===== config.mk =====
export PLATFORM = sky130hd
export DESIGN_NAME = gamepad_command_decoder
export DESIGN_NICKNAME = d
export VERILOG_FILES = /design/src/rtl/core/gcd_pkg.sv /design/src/rtl/core/gcd_scale.sv /design/src/rtl/core/gcd_ctrl.sv /design/src/rtl/core/gamepad_command_decoder.sv
export SDC_FILE = /design/constraint.sdc
export NUM_CORES = 2
export LEC_CHECK = 0
export BUFFER_PORTS_ARGS = -buffer_cell sky130_fd_sc_hd__buf_4
export CORE_AREA = 2 2 313 222
export DETAILED_ROUTE_END_ITERATION = 8
export DIE_AREA = 0 0 315 224
export PLACE_DENSITY = 0.76
export SYNTH_ARGS = -nofsm -noshare
export SYNTH_HDL_FRONTEND = slang
export SYNTH_HIERARCHICAL = 1
export SYNTH_SLANG_ARGS = --single-unit

===== constraint.sdc =====
create_clock -name clk -period 21.5 [get_ports clk]
set_input_delay 6.45 -clock clk [delete_from_list [all_inputs] [get_ports clk]]
set_output_delay 6.45 -clock clk [all_outputs]
set_load 0.02 [all_outputs]

===== src/rtl/core/gcd_pkg.sv =====
// ============================================================================
// gcd_pkg
// Shared types and constants of the gamepad command decoder: field widths,
// button, edge and pulse bit positions, register indexes and the structs that
// travel between the decoder's modules.
// ============================================================================
package gcd_pkg;

    // Field widths.
    localparam int BUTTON_W  = 16;
    localparam int AXIS_W    = 16;
    localparam int TIME_W    = 32;
    localparam int GAIN_W    = 12;
    localparam int TIMEOUT_W = 16;
    localparam int START_W   = 4;
    localparam int HOLD_W    = 5;
    localparam int DPAD_W    = 15;
    localparam int WRENCH_W  = 13;
    localparam int PULSE_W   = 7;
    localparam int EDGE_W    = 6;
    localparam int CFG_IDX_W = 3;
    localparam int CFG_DAT_W = 16;

    // Button bit positions.
    localparam int BTN_HOLD      = 0;
    localparam int BTN_KILL      = 1;
    localparam int BTN_CLEARKILL = 2;
    localparam int BTN_RETRACT   = 4;
    localparam int BTN_DEPLOY    = 5;
    localparam int BTN_BACK      = 6;
    localparam int BTN_START     = 7;

    // Edge history bit positions.
    localparam int EDGE_BACK      = 0;
    localparam int EDGE_KILL      = 1;
    localparam int EDGE_CLEARKILL = 2;
    localparam int EDGE_HOLD      = 3;
    localparam int EDGE_RC        = 4;
    localparam int EDGE_AUTO      = 5;

    // Command pulse bit positions.
    localparam int PULSE_KILL      = 0;
    localparam int PULSE_CLEARKILL = 1;
    localparam int PULSE_HOLD      = 2;
    localparam int PULSE_RC        = 3;
    localparam int PULSE_AUTO      = 4;
    localparam int PULSE_RETRACT   = 5;
    localparam int PULSE_DEPLOY    = 6;

    // Configuration register indexes.
    localparam logic [CFG_IDX_W-1:0] REG_LINEAR_GAIN    = 3'd0;
    localparam logic [CFG_IDX_W-1:0] REG_ANGULAR_GAIN   = 3'd1;
    localparam logic [CFG_IDX_W-1:0] REG_TIMEOUT        = 3'd2;
    localparam logic [CFG_IDX_W-1:0] REG_START_LIMIT    = 3'd3;
    localparam logic [CFG_IDX_W-1:0] REG_THRUSTER_LIMIT = 3'd4;
    localparam logic [CFG_IDX_W-1:0] REG_DPAD_THRESHOLD = 3'd5;

    // Configuration reset values.
    localparam logic [GAIN_W-1:0]    LINEAR_GAIN_RST    = 12'd600;
    localparam logic [GAIN_W-1:0]    ANGULAR_GAIN_RST   = 12'd500;
    localparam logic [TIMEOUT_W-1:0] TIMEOUT_RST        = 16'd900;
    localparam logic [START_W-1:0]   START_LIMIT_RST    = 4'd5;
    localparam logic [HOLD_W-1:0]    THRUSTER_LIMIT_RST = 5'd10;
    localparam logic [DPAD_W-1:0]    DPAD_THRESHOLD_RST = 15'd29491;

    typedef struct packed {
        logic [GAIN_W-1:0]    linear_gain;
        logic [GAIN_W-1:0]    angular_gain;
        logic [TIMEOUT_W-1:0] timeout_seconds;
        logic [START_W-1:0]   start_hold_limit;
        logic [HOLD_W-1:0]    thruster_hold_limit;
        logic [DPAD_W-1:0]    dpad_threshold;
    } cfg_t;

    typedef struct packed {
        logic [BUTTON_W-1:0]      button_bits;
        logic signed [AXIS_W-1:0] axis_lateral;
        logic signed [AXIS_W-1:0] axis_forward;
        logic signed [AXIS_W-1:0] axis_turn;
        logic signed [AXIS_W-1:0] axis_dpad;
        logic [TIME_W-1:0]        arrival_seconds;
    } sample_t;

    typedef struct packed {
        logic [PULSE_W-1:0] command_pulses;
        logic               is_active;
        logic               timed_out;
        logic               wrench_published;
    } decision_t;

endpackage


===== src/rtl/core/gcd_scale.sv =====
// ============================================================================
// gcd_scale
// Multiplies one signed axis by an unsigned gain, shifts the product right
// arithmetically by the number of fraction bits and saturates it to the
// wrench width.
// ============================================================================
module gcd_scale
    import gcd_pkg::*;
#(
    parameter int FRAC_BITS = 15
)
(
    input  logic signed [AXIS_W-1:0]   axis,
    input  logic [GAIN_W-1:0]          gain,
    output logic signed [WRENCH_W-1:0] result
);

    localparam int PROD_W = AXIS_W + GAIN_W + 1;
    localparam logic signed [PROD_W-1:0] SAT_MAX = PROD_W'((2 ** (WRENCH_W - 1)) - 1);
    localparam logic signed [PROD_W-1:0] SAT_MIN = -SAT_MAX - PROD_W'(1);

    logic signed [PROD_W-1:0] product;
    logic signed [PROD_W-1:0] shifted;

    always_comb
    begin
        product = PROD_W'(axis) * $signed({1'b0, gain});
        shifted = product >>> FRAC_BITS;
        if (shifted > SAT_MAX)
        begin
            result = SAT_MAX[WRENCH_W-1:0];
        end
        else if (shifted < SAT_MIN)
        begin
            result = SAT_MIN[WRENCH_W-1:0];
        end
        else
        begin
            result = shifted[WRENCH_W-1:0];
        end
    end

endmodule


===== src/rtl/core/gcd_ctrl.sv =====
// ============================================================================
// gcd_ctrl
// Decoder state and command logic: stored sample, inactivity timeout, edge
// history, hold counters and the active flag. Produces the decision for the
// sample presented while fire is high and updates the state at that edge.
// ============================================================================
module gcd_ctrl
    import gcd_pkg::*;
(
    input  logic      clk,
    input  logic      rst_n,
    input  logic      fire,
    input  sample_t   sample,
    input  cfg_t      cfg,
    output decision_t decision
);

    localparam logic [START_W-1:0] START_SAT = '1;
    localparam logic [HOLD_W-1:0]  HOLD_SAT  = '1;

    logic [BUTTON_W-1:0] prev_buttons_reg, prev_buttons_next;
    logic [AXIS_W-1:0]   prev_lat_reg, prev_lat_next;
    logic [AXIS_W-1:0]   prev_fwd_reg, prev_fwd_next;
    logic [AXIS_W-1:0]   prev_turn_reg, prev_turn_next;
    logic [AXIS_W-1:0]   prev_dpad_reg, prev_dpad_next;
    logic [TIME_W-1:0]   prev_arrival_reg, prev_arrival_next;
    logic                have_prev_reg, have_prev_next;
    logic [EDGE_W-1:0]   edge_hist_reg, edge_hist_next;
    logic [START_W-1:0]  start_cnt_reg, start_cnt_next;
    logic [HOLD_W-1:0]   retract_cnt_reg, retract_cnt_next;
    logic [HOLD_W-1:0]   deploy_cnt_reg, deploy_cnt_next;
    logic                active_reg, active_next;

    logic                   same;
    logic [TIME_W-1:0]      elapsed;
    logic                   late;
    logic signed [AXIS_W:0] dpad_wide;
    logic signed [AXIS_W:0] thr_pos;
    logic signed [AXIS_W:0] thr_neg;
    logic [EDGE_W-1:0]      edges;
    logic [EDGE_W-1:0]      rise;
    logic [PULSE_W-1:0]     pulses;
    logic                   timeout_hit;
    logic                   published;

    always_comb
    begin
        same = (sample.button_bits == prev_buttons_reg)
            && (sample.axis_lateral == prev_lat_reg)
            && (sample.axis_forward == prev_fwd_reg)
            && (sample.axis_turn == prev_turn_reg)
            && (sample.axis_dpad == prev_dpad_reg);
        elapsed = sample.arrival_seconds - prev_arrival_reg;
        late    = elapsed > {{(TIME_W - TIMEOUT_W){1'b0}}, cfg.timeout_seconds};

        dpad_wide = {sample.axis_dpad[AXIS_W-1], sample.axis_dpad};
        thr_pos   = $signed({2'b00, cfg.dpad_threshold});
        thr_neg   = -thr_pos;

        edges                 = '0;
        edges[EDGE_BACK]      = sample.button_bits[BTN_BACK];
        edges[EDGE_KILL]      = sample.button_bits[BTN_KILL];
        edges[EDGE_CLEARKILL] = sample.button_bits[BTN_CLEARKILL];
        edges[EDGE_HOLD]      = sample.button_bits[BTN_HOLD];
        edges[EDGE_RC]        = dpad_wide > thr_pos;
        edges[EDGE_AUTO]      = dpad_wide < thr_neg;

        prev_buttons_next = prev_buttons_reg;
        prev_lat_next     = prev_lat_reg;
        prev_fwd_next     = prev_fwd_reg;
        prev_turn_next    = prev_turn_reg;
        prev_dpad_next    = prev_dpad_reg;
        prev_arrival_next = prev_arrival_reg;
        have_prev_next    = have_prev_reg;
        edge_hist_next    = edge_hist_reg;
        start_cnt_next    = start_cnt_reg;
        retract_cnt_next  = retract_cnt_reg;
        deploy_cnt_next   = deploy_cnt_reg;
        active_next       = active_reg;
        timeout_hit       = 1'b0;
        published         = 1'b0;
        pulses            = '0;
        rise              = '0;

        // An unchanged sample that comes in late while active resets the
        // block and leaves the stored sample alone; otherwise it is stored.
        if (have_prev_reg && same && active_reg && late)
        begin
            timeout_hit      = 1'b1;
            edge_hist_next   = '0;
            start_cnt_next   = '0;
            retract_cnt_next = '0;
            deploy_cnt_next  = '0;
            have_prev_next   = 1'b0;
            active_next      = 1'b0;
        end
        else
        begin
            have_prev_next    = 1'b1;
            prev_buttons_next = sample.button_bits;
            prev_lat_next     = sample.axis_lateral;
            prev_fwd_next     = sample.axis_forward;
            prev_turn_next    = sample.axis_turn;
            prev_dpad_next    = sample.axis_dpad;
            prev_arrival_next = sample.arrival_seconds;
        end

        if (edges[EDGE_BACK] && !edge_hist_next[EDGE_BACK])
        begin
            edge_hist_next   = '0;
            start_cnt_next   = '0;
            retract_cnt_next = '0;
            deploy_cnt_next  = '0;
            have_prev_next   = 1'b0;
            active_next      = 1'b0;
        end
        else
        begin
            if (sample.button_bits[BTN_START] && (start_cnt_next != START_SAT))
            begin
                start_cnt_next = start_cnt_next + START_W'(1);
            end
            if (start_cnt_next > cfg.start_hold_limit)
            begin
                edge_hist_next   = '0;
                start_cnt_next   = '0;
                retract_cnt_next = '0;
                deploy_cnt_next  = '0;
                have_prev_next   = 1'b0;
                active_next      = 1'b1;
            end
            if (active_next)
            begin
                if (!sample.button_bits[BTN_RETRACT])
                begin
                    retract_cnt_next = '0;
                end
                else if (retract_cnt_next != HOLD_SAT)
                begin
                    retract_cnt_next = retract_cnt_next + HOLD_W'(1);
                end
                if (!sample.button_bits[BTN_DEPLOY])
                begin
                    deploy_cnt_next = '0;
                end
                else if (deploy_cnt_next != HOLD_SAT)
                begin
                    deploy_cnt_next = deploy_cnt_next + HOLD_W'(1);
                end

                // Retract wins when both holds are past the limit.
                priority if (retract_cnt_next > cfg.thruster_hold_limit)
                begin
                    pulses[PULSE_RETRACT] = 1'b1;
                    retract_cnt_next      = '0;
                end
                else if (deploy_cnt_next > cfg.thruster_hold_limit)
                begin
                    pulses[PULSE_DEPLOY] = 1'b1;
                    deploy_cnt_next      = '0;
                end
                else
                begin
                    // Neither hold is past the limit, so no thruster pulse.
                end

                rise                    = edges & ~edge_hist_next;
                pulses[PULSE_KILL]      = rise[EDGE_KILL];
                pulses[PULSE_CLEARKILL] = rise[EDGE_CLEARKILL];
                pulses[PULSE_HOLD]      = rise[EDGE_HOLD];
                pulses[PULSE_RC]        = rise[EDGE_RC];
                pulses[PULSE_AUTO]      = rise[EDGE_AUTO];
                edge_hist_next          = edges;
                published               = 1'b1;
            end
        end

        decision.command_pulses   = pulses;
        decision.is_active        = active_next;
        decision.timed_out        = timeout_hit;
        decision.wrench_published = published;
    end

    always_ff @(posedge clk or negedge rst_n)
    begin
        if (!rst_n)
        begin
            prev_buttons_reg <= '0;
            prev_lat_reg     <= '0;
            prev_fwd_reg     <= '0;
            prev_turn_reg    <= '0;
            prev_dpad_reg    <= '0;
            prev_arrival_reg <= '0;
            have_prev_reg    <= 1'b0;
            edge_hist_reg    <= '0;
            start_cnt_reg    <= '0;
            retract_cnt_reg  <= '0;
            deploy_cnt_reg   <= '0;
            active_reg       <= 1'b0;
        end
        else if (fire)
        begin
            prev_buttons_reg <= prev_buttons_next;
            prev_lat_reg     <= prev_lat_next;
            prev_fwd_reg     <= prev_fwd_next;
            prev_turn_reg    <= prev_turn_next;
            prev_dpad_reg    <= prev_dpad_next;
            prev_arrival_reg <= prev_arrival_next;
            have_prev_reg    <= have_prev_next;
            edge_hist_reg    <= edge_hist_next;
            start_cnt_reg    <= start_cnt_next;
            retract_cnt_reg  <= retract_cnt_next;
            deploy_cnt_reg   <= deploy_cnt_next;
            active_reg       <= active_next;
        end
    end

endmodule


===== src/rtl/core/gamepad_command_decoder.sv =====
// ============================================================================
// gamepad_command_decoder
// Turns gamepad samples into command pulses and a scaled force and torque.
// Path: input register, then result register; a downstream stall holds both.
// Throughput: one request per cycle unless the output stalls; the decoder
// state loop and three 16x12 multipliers all sit in the single stage
// between the two registers.
// Reset: asynchronous, active low; configuration returns to its defaults and
// the decoder to inactive with no stored sample. No clearing pass is needed.
// ============================================================================
module gamepad_command_decoder
    import gcd_pkg::*;
#(
    parameter int AXIS_FRAC_BITS = 15
)
(
    input  logic                       clk,
    input  logic                       rst_n,

    // Configuration write port.
    input  logic                       cfg_write,
    input  logic [CFG_IDX_W-1:0]       cfg_index,
    input  logic [CFG_DAT_W-1:0]       cfg_data,

    // Sample request channel.
    input  logic                       in_valid,
    output logic                       in_stall,
    input  logic [BUTTON_W-1:0]        button_bits,
    input  logic signed [AXIS_W-1:0]   axis_lateral,
    input  logic signed [AXIS_W-1:0]   axis_forward,
    input  logic signed [AXIS_W-1:0]   axis_turn,
    input  logic signed [AXIS_W-1:0]   axis_dpad,
    input  logic [TIME_W-1:0]          arrival_seconds,

    // Result request channel.
    output logic                       out_valid,
    input  logic                       out_stall,
    output logic signed [WRENCH_W-1:0] force_x,
    output logic signed [WRENCH_W-1:0] force_y,
    output logic signed [WRENCH_W-1:0] torque_z,
    output logic                       wrench_published,
    output logic [PULSE_W-1:0]         command_pulses,
    output logic                       is_active,
    output logic                       timed_out
);

    // Configuration registers. Writes must come only while the decoder is idle
    // (the block does not enforce it); they are taken directly with no handshake.
    cfg_t cfg_reg;

    always_ff @(posedge clk or negedge rst_n)
    begin
        if (!rst_n)
        begin
            cfg_reg.linear_gain         <= LINEAR_GAIN_RST;
            cfg_reg.angular_gain        <= ANGULAR_GAIN_RST;
            cfg_reg.timeout_seconds     <= TIMEOUT_RST;
            cfg_reg.start_hold_limit    <= START_LIMIT_RST;
            cfg_reg.thruster_hold_limit <= THRUSTER_LIMIT_RST;
            cfg_reg.dpad_threshold      <= DPAD_THRESHOLD_RST;
        end
        else if (cfg_write)
        begin
            unique case (cfg_index)
                REG_LINEAR_GAIN:    cfg_reg.linear_gain <= cfg_data[GAIN_W-1:0];
                REG_ANGULAR_GAIN:   cfg_reg.angular_gain <= cfg_data[GAIN_W-1:0];
                REG_TIMEOUT:        cfg_reg.timeout_seconds <= cfg_data[TIMEOUT_W-1:0];
                REG_START_LIMIT:    cfg_reg.start_hold_limit <= cfg_data[START_W-1:0];
                REG_THRUSTER_LIMIT: cfg_reg.thruster_hold_limit <= cfg_data[HOLD_W-1:0];
                REG_DPAD_THRESHOLD: cfg_reg.dpad_threshold <= cfg_data[DPAD_W-1:0];
                default:            ;
            endcase
        end
    end

    // Pipeline handshake. The result register blocks only when it holds a
    // result that the downstream side is stalling. The input register then
    // holds its request, and a new request is stalled only if the input
    // register is also occupied. Otherwise both stages move every cycle.
    logic    in_valid_reg;
    sample_t in_sample_reg;
    logic    out_blocked;
    logic    in_take;
    logic    fire;

    assign out_blocked = out_valid && out_stall;
    assign in_stall    = in_valid_reg && out_blocked;
    assign in_take     = in_valid && !in_stall;
    assign fire        = in_valid_reg && !out_blocked;

    always_ff @(posedge clk or negedge rst_n)
    begin
        if (!rst_n)
        begin
            in_valid_reg <= 1'b0;
        end
        else if (in_take)
        begin
            in_valid_reg <= 1'b1;
        end
        else if (fire)
        begin
            in_valid_reg <= 1'b0;
        end
    end

    // Sample payload; needs no reset because in_valid_reg qualifies it.
    always_ff @(posedge clk)
    begin
        if (in_take)
        begin
            in_sample_reg.button_bits     <= button_bits;
            in_sample_reg.axis_lateral    <= axis_lateral;
            in_sample_reg.axis_forward    <= axis_forward;
            in_sample_reg.axis_turn       <= axis_turn;
            in_sample_reg.axis_dpad       <= axis_dpad;
            in_sample_reg.arrival_seconds <= arrival_seconds;
        end
    end

    // Decoder state and command decisions.
    decision_t decision;

    gcd_ctrl u_ctrl
    (
        .clk      (clk),
        .rst_n    (rst_n),
        .fire     (fire),
        .sample   (in_sample_reg),
        .cfg      (cfg_reg),
        .decision (decision)
    );

    // Wrench scaling. The forward axis drives force_x and the lateral axis
    // drives force_y; both use the force gain, the turn axis uses the torque
    // gain.
    logic signed [WRENCH_W-1:0] scaled_x;
    logic signed [WRENCH_W-1:0] scaled_y;
    logic signed [WRENCH_W-1:0] scaled_z;

    gcd_scale #(.FRAC_BITS(AXIS_FRAC_BITS)) u_scale_x
    (
        .axis   (in_sample_reg.axis_forward),
        .gain   (cfg_reg.linear_gain),
        .result (scaled_x)
    );

    gcd_scale #(.FRAC_BITS(AXIS_FRAC_BITS)) u_scale_y
    (
        .axis   (in_sample_reg.axis_lateral),
        .gain   (cfg_reg.linear_gain),
        .result (scaled_y)
    );

    gcd_scale #(.FRAC_BITS(AXIS_FRAC_BITS)) u_scale_z
    (
        .axis   (in_sample_reg.axis_turn),
        .gain   (cfg_reg.angular_gain),
        .result (scaled_z)
    );

    // Result register. When the active path did not complete the wrench is
    // cleared to zero rather than carrying the scaled values.
    logic                       out_valid_reg;
    logic signed [WRENCH_W-1:0] force_x_reg, force_x_next;
    logic signed [WRENCH_W-1:0] force_y_reg, force_y_next;
    logic signed [WRENCH_W-1:0] torque_z_reg, torque_z_next;
    decision_t                  decision_reg;

    always_comb
    begin
        if (decision.wrench_published)
        begin
            force_x_next  = scaled_x;
            force_y_next  = scaled_y;
            torque_z_next = scaled_z;
        end
        else
        begin
            force_x_next  = '0;
            force_y_next  = '0;
            torque_z_next = '0;
        end
    end

    always_ff @(posedge clk or negedge rst_n)
    begin
        if (!rst_n)
        begin
            out_valid_reg <= 1'b0;
        end
        else if (fire)
        begin
            out_valid_reg <= 1'b1;
        end
        else if (!out_stall)
        begin
            out_valid_reg <= 1'b0;
        end
    end

    always_ff @(posedge clk)
    begin
        if (fire)
        begin
            force_x_reg  <= force_x_next;
            force_y_reg  <= force_y_next;
            torque_z_reg <= torque_z_next;
            decision_reg <= decision;
        end
    end

    assign out_valid        = out_valid_reg;
    assign force_x          = force_x_reg;
    assign force_y          = force_y_reg;
    assign torque_z         = torque_z_reg;
    assign wrench_published = decision_reg.wrench_published;
    assign command_pulses   = decision_reg.command_pulses;
    assign is_active        = decision_reg.is_active;
    assign timed_out        = decision_reg.timed_out;

endmodule

# Word level (Yosys, flattened, before mapping)
# Cells that the tools add are included.
[classes] n_addsub=5 multipliers=3 magnitude_cmp=12 eq_ne=14 muxes=53 bitwise_logic=5 reduce_logical=30
[ops] cell="two-way mux 5 bit" n=21
[ops] cell="multiplier 16 x 13 -> 29 bit" n=3
[ops] cell="== test 16 bit" n=5
[ops] cell="greater-than comparator 14 x 13 -> 1 bit (second input constant)" n=3
[ops] cell="< comparator 14 x 13 -> 1 bit (second input constant)" n=3
[ops] cell="two-way mux 13 bit" n=3
[ops] cell="two-way mux 12 bit" n=3
[ops] cell="greater-than comparator 32 x 16 -> 1 bit" n=1
[ops] cell="subtractor 32 bit" n=1
[ops] cell="two-way mux 6 bit" n=5
[ops] cell="two-way mux 4 bit" n=5
[ops] cell="< comparator 16 x 17 -> 1 bit" n=1
[ops] cell="negation 15 -> 17 bit" n=1
[ops] cell="greater-than comparator 16 bit" n=1
[ops] cell="two-way mux 1 bit" n=16
[ops] cell="AND reduction 2 bit" n=7
[ops] cell="logical AND 1 bit" n=13
[ops] cell="adder 5 x 1 -> 5 bit (second input constant)" n=2
[ops] cell="greater-than comparator 5 bit" n=2
[ops] cell="inequality test 5 bit (second input constant)" n=2
[ops] cell="OR reduction 2 bit" n=4
[ops] cell="bitwise AND 6 bit" n=1
[ops] cell="== test 3 x 2 -> 1 bit (second input constant)" n=2
[ops] cell="== test 3 bit (second input constant)" n=2
[ops] cell="11 further kinds" n=15
[word_totals] register_bits=361 in_bits=136 output_inout_bits=51 word_cells=159

# Depth between registers and ports, before layout
[logic_depth] ltp_word=26 depth_mapped=50 mapped_depth_nobuf=47

# Cells and area by module
# The synthesis kept the hierarchy.
[modules_own_cells] module="gcd_ctrl" instances=1 cells_each=1175 area_per_inst_um2=11064.4 seq_area_each_um2=3353.2
[modules_own_cells] module="gamepad_command_decoder" instances=1 cells_each=351 area_per_inst_um2=7646.1 seq_area_each_um2=6520.0
[modules_own_cells] module="gcd_scale (u_scale_y)" instances=1 cells_each=832 area_per_inst_um2=7230.7 seq_area_each_um2=0.0
[modules_own_cells] module="gcd_scale (u_scale_z)" instances=1 cells_each=815 area_per_inst_um2=7086.8 seq_area_each_um2=0.0
[modules_own_cells] module="gcd_scale (u_scale_x)" instances=1 cells_each=815 area_per_inst_um2=7085.5 seq_area_each_um2=0.0

# Worst setup path before layout
# OpenSTA, ideal clock, no wires.
[synth_timing] path_type="input to output" startpoint="input out_stall" endpoint="output in_stall" arrival_time_ns=6.701 t_required_ns=15.050 setup_slack_ns=8.349 stages=2 path_cell_list="nand3_1 inv_1"
[synth_via] elab_chain_len=2
[synth_rtl] element="from (decl)" line="gamepad_command_decoder.sv:37" source="input logic out_stall,"
[synth_rtl] element="logical AND 1 bit" line="gamepad_command_decoder.sv:86" source="assign out_blocked = out_valid && out_stall;"
[synth_rtl] element="logical AND 1 bit" line="gamepad_command_decoder.sv:87" source="assign in_stall = in_valid_reg && out_blocked;"
[synth_rtl] element="to (decl)" line="gamepad_command_decoder.sv:27" source="output logic in_stall,"
# Every way passes these cells.

# Worst setup path in the final report
# Same ends and word-level chain as after synthesis.

==> results by group <==
Setup path
  • WS Path Type: in2out
  • Reg-to-reg critical path startpoint: in_sample_reg[6]
  • Length in cells of the worst reg-to-reg path: 44
  • Data required time of the worst path: 15.05 ns
  • Arrival time of the worst setup path: 6.91 ns
  • Kind of end point of the critical path: output pin
  • Largest driver fanout on the critical path: 3
  • Destination of the worst register-to-register timing path: u_ctrl/deploy_cnt_reg[4]
  • Reg2Reg Setup Slack: 10.67 ns
  • Element type at the critical path start: primary input

Die
  • Die W: 315 um
  • Die area: ~0.071 mm2
  • Number of top-level pins: approximately 190
  • Core area: 0.06756 mm2
  • Initial Utilization: 59.37%
  • Core Rows: 80
  • Floorplan die height: around 220 um

Routing
  • Wire length per cell: 19.37 um
  • Remaining antenna violation count: 0
  • DRT met1 WL: between 40000 and 50000 um
  • Remaining routing DRC violations: 0
  • Via count normalized by instance count: between 5 and 6
  • Number of iterations in the first detailed-routing pass: 5
  • Top routing layer used: met4
  • Initial DRC count: 2328
  • Post-Route WL: 97760 um
  • Routed length on met2: 41290 um
  • Total length of routed met3 wires: 8921 um
  • Via total after detailed routing: 28230

Min path
  • Class of the tightest hold or removal check: reg2reg
  • End point of the worst hold path: u_ctrl/prev_arrival_reg[27]
  • Source of the worst hold timing path: u_ctrl/prev_arrival_reg[27]
  • Cell depth of the worst min-delay path: 1

Logic synthesis
  • Synth Flop Type: dfrtp_1
  • Count of flip-flops with a built-in enable after synthesis: approximately 160
  • Netlist Area Pre-Place: 0.04011 mm2
  • Total of flip-flops plus latches after synthesis: 361
  • Mean cell area of the mapped netlist: about 10 um2
  • Fraction of synthesis flops using an asynchronous set or reset pin: 55.40%
  • Unique cell type count in the Yosys netlist: 104
  • Warning count from the yosys run: 6
  • Post-Synthesis Net Count: just under 5000
  • Instance count of the mapped netlist: 3988
  • Post-synthesis sequential area ratio: approximately 25%

Placement
  • Post-DP HPWL: about 74000 um
  • Routability Congestion: 0.9570
  • Count of buffers from port buffering: 186

Clocking
  • Cts bufs inserted: 39
  • Clock tree from TritonCTS: done
  • Skew-Pair Late Insertion Delay: about 0.6 ns
  • Clock sink total: about 360
  • H-Tree Depth: 2
  • Post-CTS setup buffer count: 0
  • CTS Hold Buffers Added: 0
  • Gates resized, CTS repair: 0
  • Clock-pin transition on the worst setup and hold timing paths: 0.06 ns
  • Maximum clock insertion buffer count: 3
  • Cell at the root of the clock tree: clkbuf_16

Timing
  • Final sum of negative setup slack: 0 ns
  • Final period demand of the worst path: 13.36 ns
  • Endpoints failing hold: 0
  • Worst-case clock skew: 0.01873 ns
  • Unrepaired setup endpoints after global routing: false
  • F_max: 74.85 MHz
  • Worst slew slack as a fraction of its limit: 24.76%
  • Final worst-path cycle share: a little over 60%
  • Total of endpoints with negative setup slack in the final report: 0
  • Worst slew pin tran: 1.127 ns
  • Count of pins over their slew limit: 0

Global route
  • Final global-route overflow total: 0
  • Global-route wire length before repair: 158100 um
  • Maximum number of pins on one net before global-route repair: between 80 and 90
  • Aggregate global-route resource usage: 28.57%
  • Initial antenna violation count: 0
  • Vias in the first global route: between 20000 and 30000

Job
  • Count of maximum capacitance violations: 0

Finish
  • Largest register FFs: 112
  • Footprint of the flip-flops and latches: 0.009873 mm2
  • Ratio of cells with drive above 1 in the final layout: 12.77%
  • Layout Nets: 5065
  • Area used by multi-input combinational logic: 0.02651 mm2
  • Layout area overhead: 8.715%
  • Commonest cells after routing, fill and taps aside: inv_1, fa_1, nand2_1
  • Fillers: around 5400
  • Most common cell after layout, fill and taps aside: inv_1

Status
  • Result of the run: finished clean
Yosys cell counts (10+ instances only):
library cell | count | share of area [%]
buf_2 | 10 | 0.12
dfstp_2 | 27 | 1.8
and3_1 | 23 | 0.36
nand3_1 | 43 | 0.54
buf_6 | 19 | 0.53
nor3_1 | 24 | 0.30
o21ai_1 | 29 | 0.36
nor4_1 | 23 | 0.36
dfrtp_1 | 173 | 11
a31oi_1 | 11 | 0.17
maj3_2 | 10 | 0.28
xor2_1 | 52 | 1.1
nand2b_1 | 21 | 0.33
o211ai_1 | 10 | 0.19
mux2_2 | 63 | 1.8
ha_1 | 285 | 8.9
a21o_1 | 44 | 0.82
fa_1 | 532 | 27
clkbuf_1 | 98 | 0.92
nor2b_1 | 25 | 0.39
nor2_1 | 99 | 0.93
edfxtp_1 | 161 | 12
nand4_1 | 48 | 0.75
o21a_1 | 29 | 0.54
and2_1 | 326 | 5.1
o21ai_0 | 59 | 0.74
mux2_4 | 91 | 3.4
nand2_1 | 411 | 3.8
inv_1 | 821 | 7.7
a211oi_1 | 17 | 0.32
a21oi_1 | 107 | 1.3
xnor2_1 | 101 | 2.2
critical path, cell delays in order:
cell,delay (ns)
buf_4,0.13
nand3_1,0.12
inv_1,0.06
buf_4,0.15
how the worst max path moves through the flow:
| stage | start | end | slack, ns | depth (start not counted) |
|---|---|---|---|---|
| 6_report | out_stall | in_stall | 8.14 | 4 |
| 5_1_grt | out_stall | in_stall | 8.10 | 4 |
| 4_1_cts | out_stall | in_stall | 8.13 | 4 |
| 3_5_place_dp | out_stall | in_stall | 8.13 | 4 |
| 3_3_place_gp | out_stall | in_stall | 8.14 | 4 |
| 2_1_floorplan | out_stall | in_stall | 8.35 | 2 |
metal layers:
layer / vias to the layer above / track usage [%]
met5: - / 0
met4: 0 / 5.622
met3: 99 / 5.406
met2: 1129 / 41.56
met1: 14100 / 44.56
li1: 12910 / -
cell type report:
type	count	area share, %
multi-input combinational	2671	60.79
sequential	361	22.64
inverter	823	7.084
timing repair buffer	216	3.733
tap	902	2.588
clock buffer	46	2.442
clock inverter	26	0.7144
antenna	1	0.005738
through the flow:
stage | cells | hold WS (ns) | area, um2 | setup slack (ns) | utilization (%)
3_5_place_dp | 4973 | 0.4805 | 42230 | 8.135 | 62.50
5_1_grt | 5045 | 0.5154 | 43610 | 8.099 | 64.54
3_3_place_gp | 4973 | 0.4675 | 42230 | 8.143 | 62.50
2_1_floorplan | 3988 | 0.4434 | 40110 | 8.349 | -
6_report | 5046 | 0.4933 | 43610 | 8.140 | 64.54
4_1_cts | 5045 | 0.4946 | 43610 | 8.133 | 64.54
kinds of logic (layout without fill, tap and decap cells):
family | count (synthesis) | after routing | share of synthesized area, %
AOI/OAI and AO/OA | 421 | 421 | 7.118
xor gates and xnor gates | 156 | 156 | 3.478
adders and majority gates | 829 | 829 | 35.77
buffers and inverters | 956 | 1111 | 9.389
DFF | 361 | 361 | 24.61
muxes | 168 | 168 | 5.568
other | 0 | 1 | 0
and+or+nand+nor | 1097 | 1097 | 14.06
Power is not shown: default switching activity piles up to over one toggle a cycle in this logic, so the estimate is an artifact.
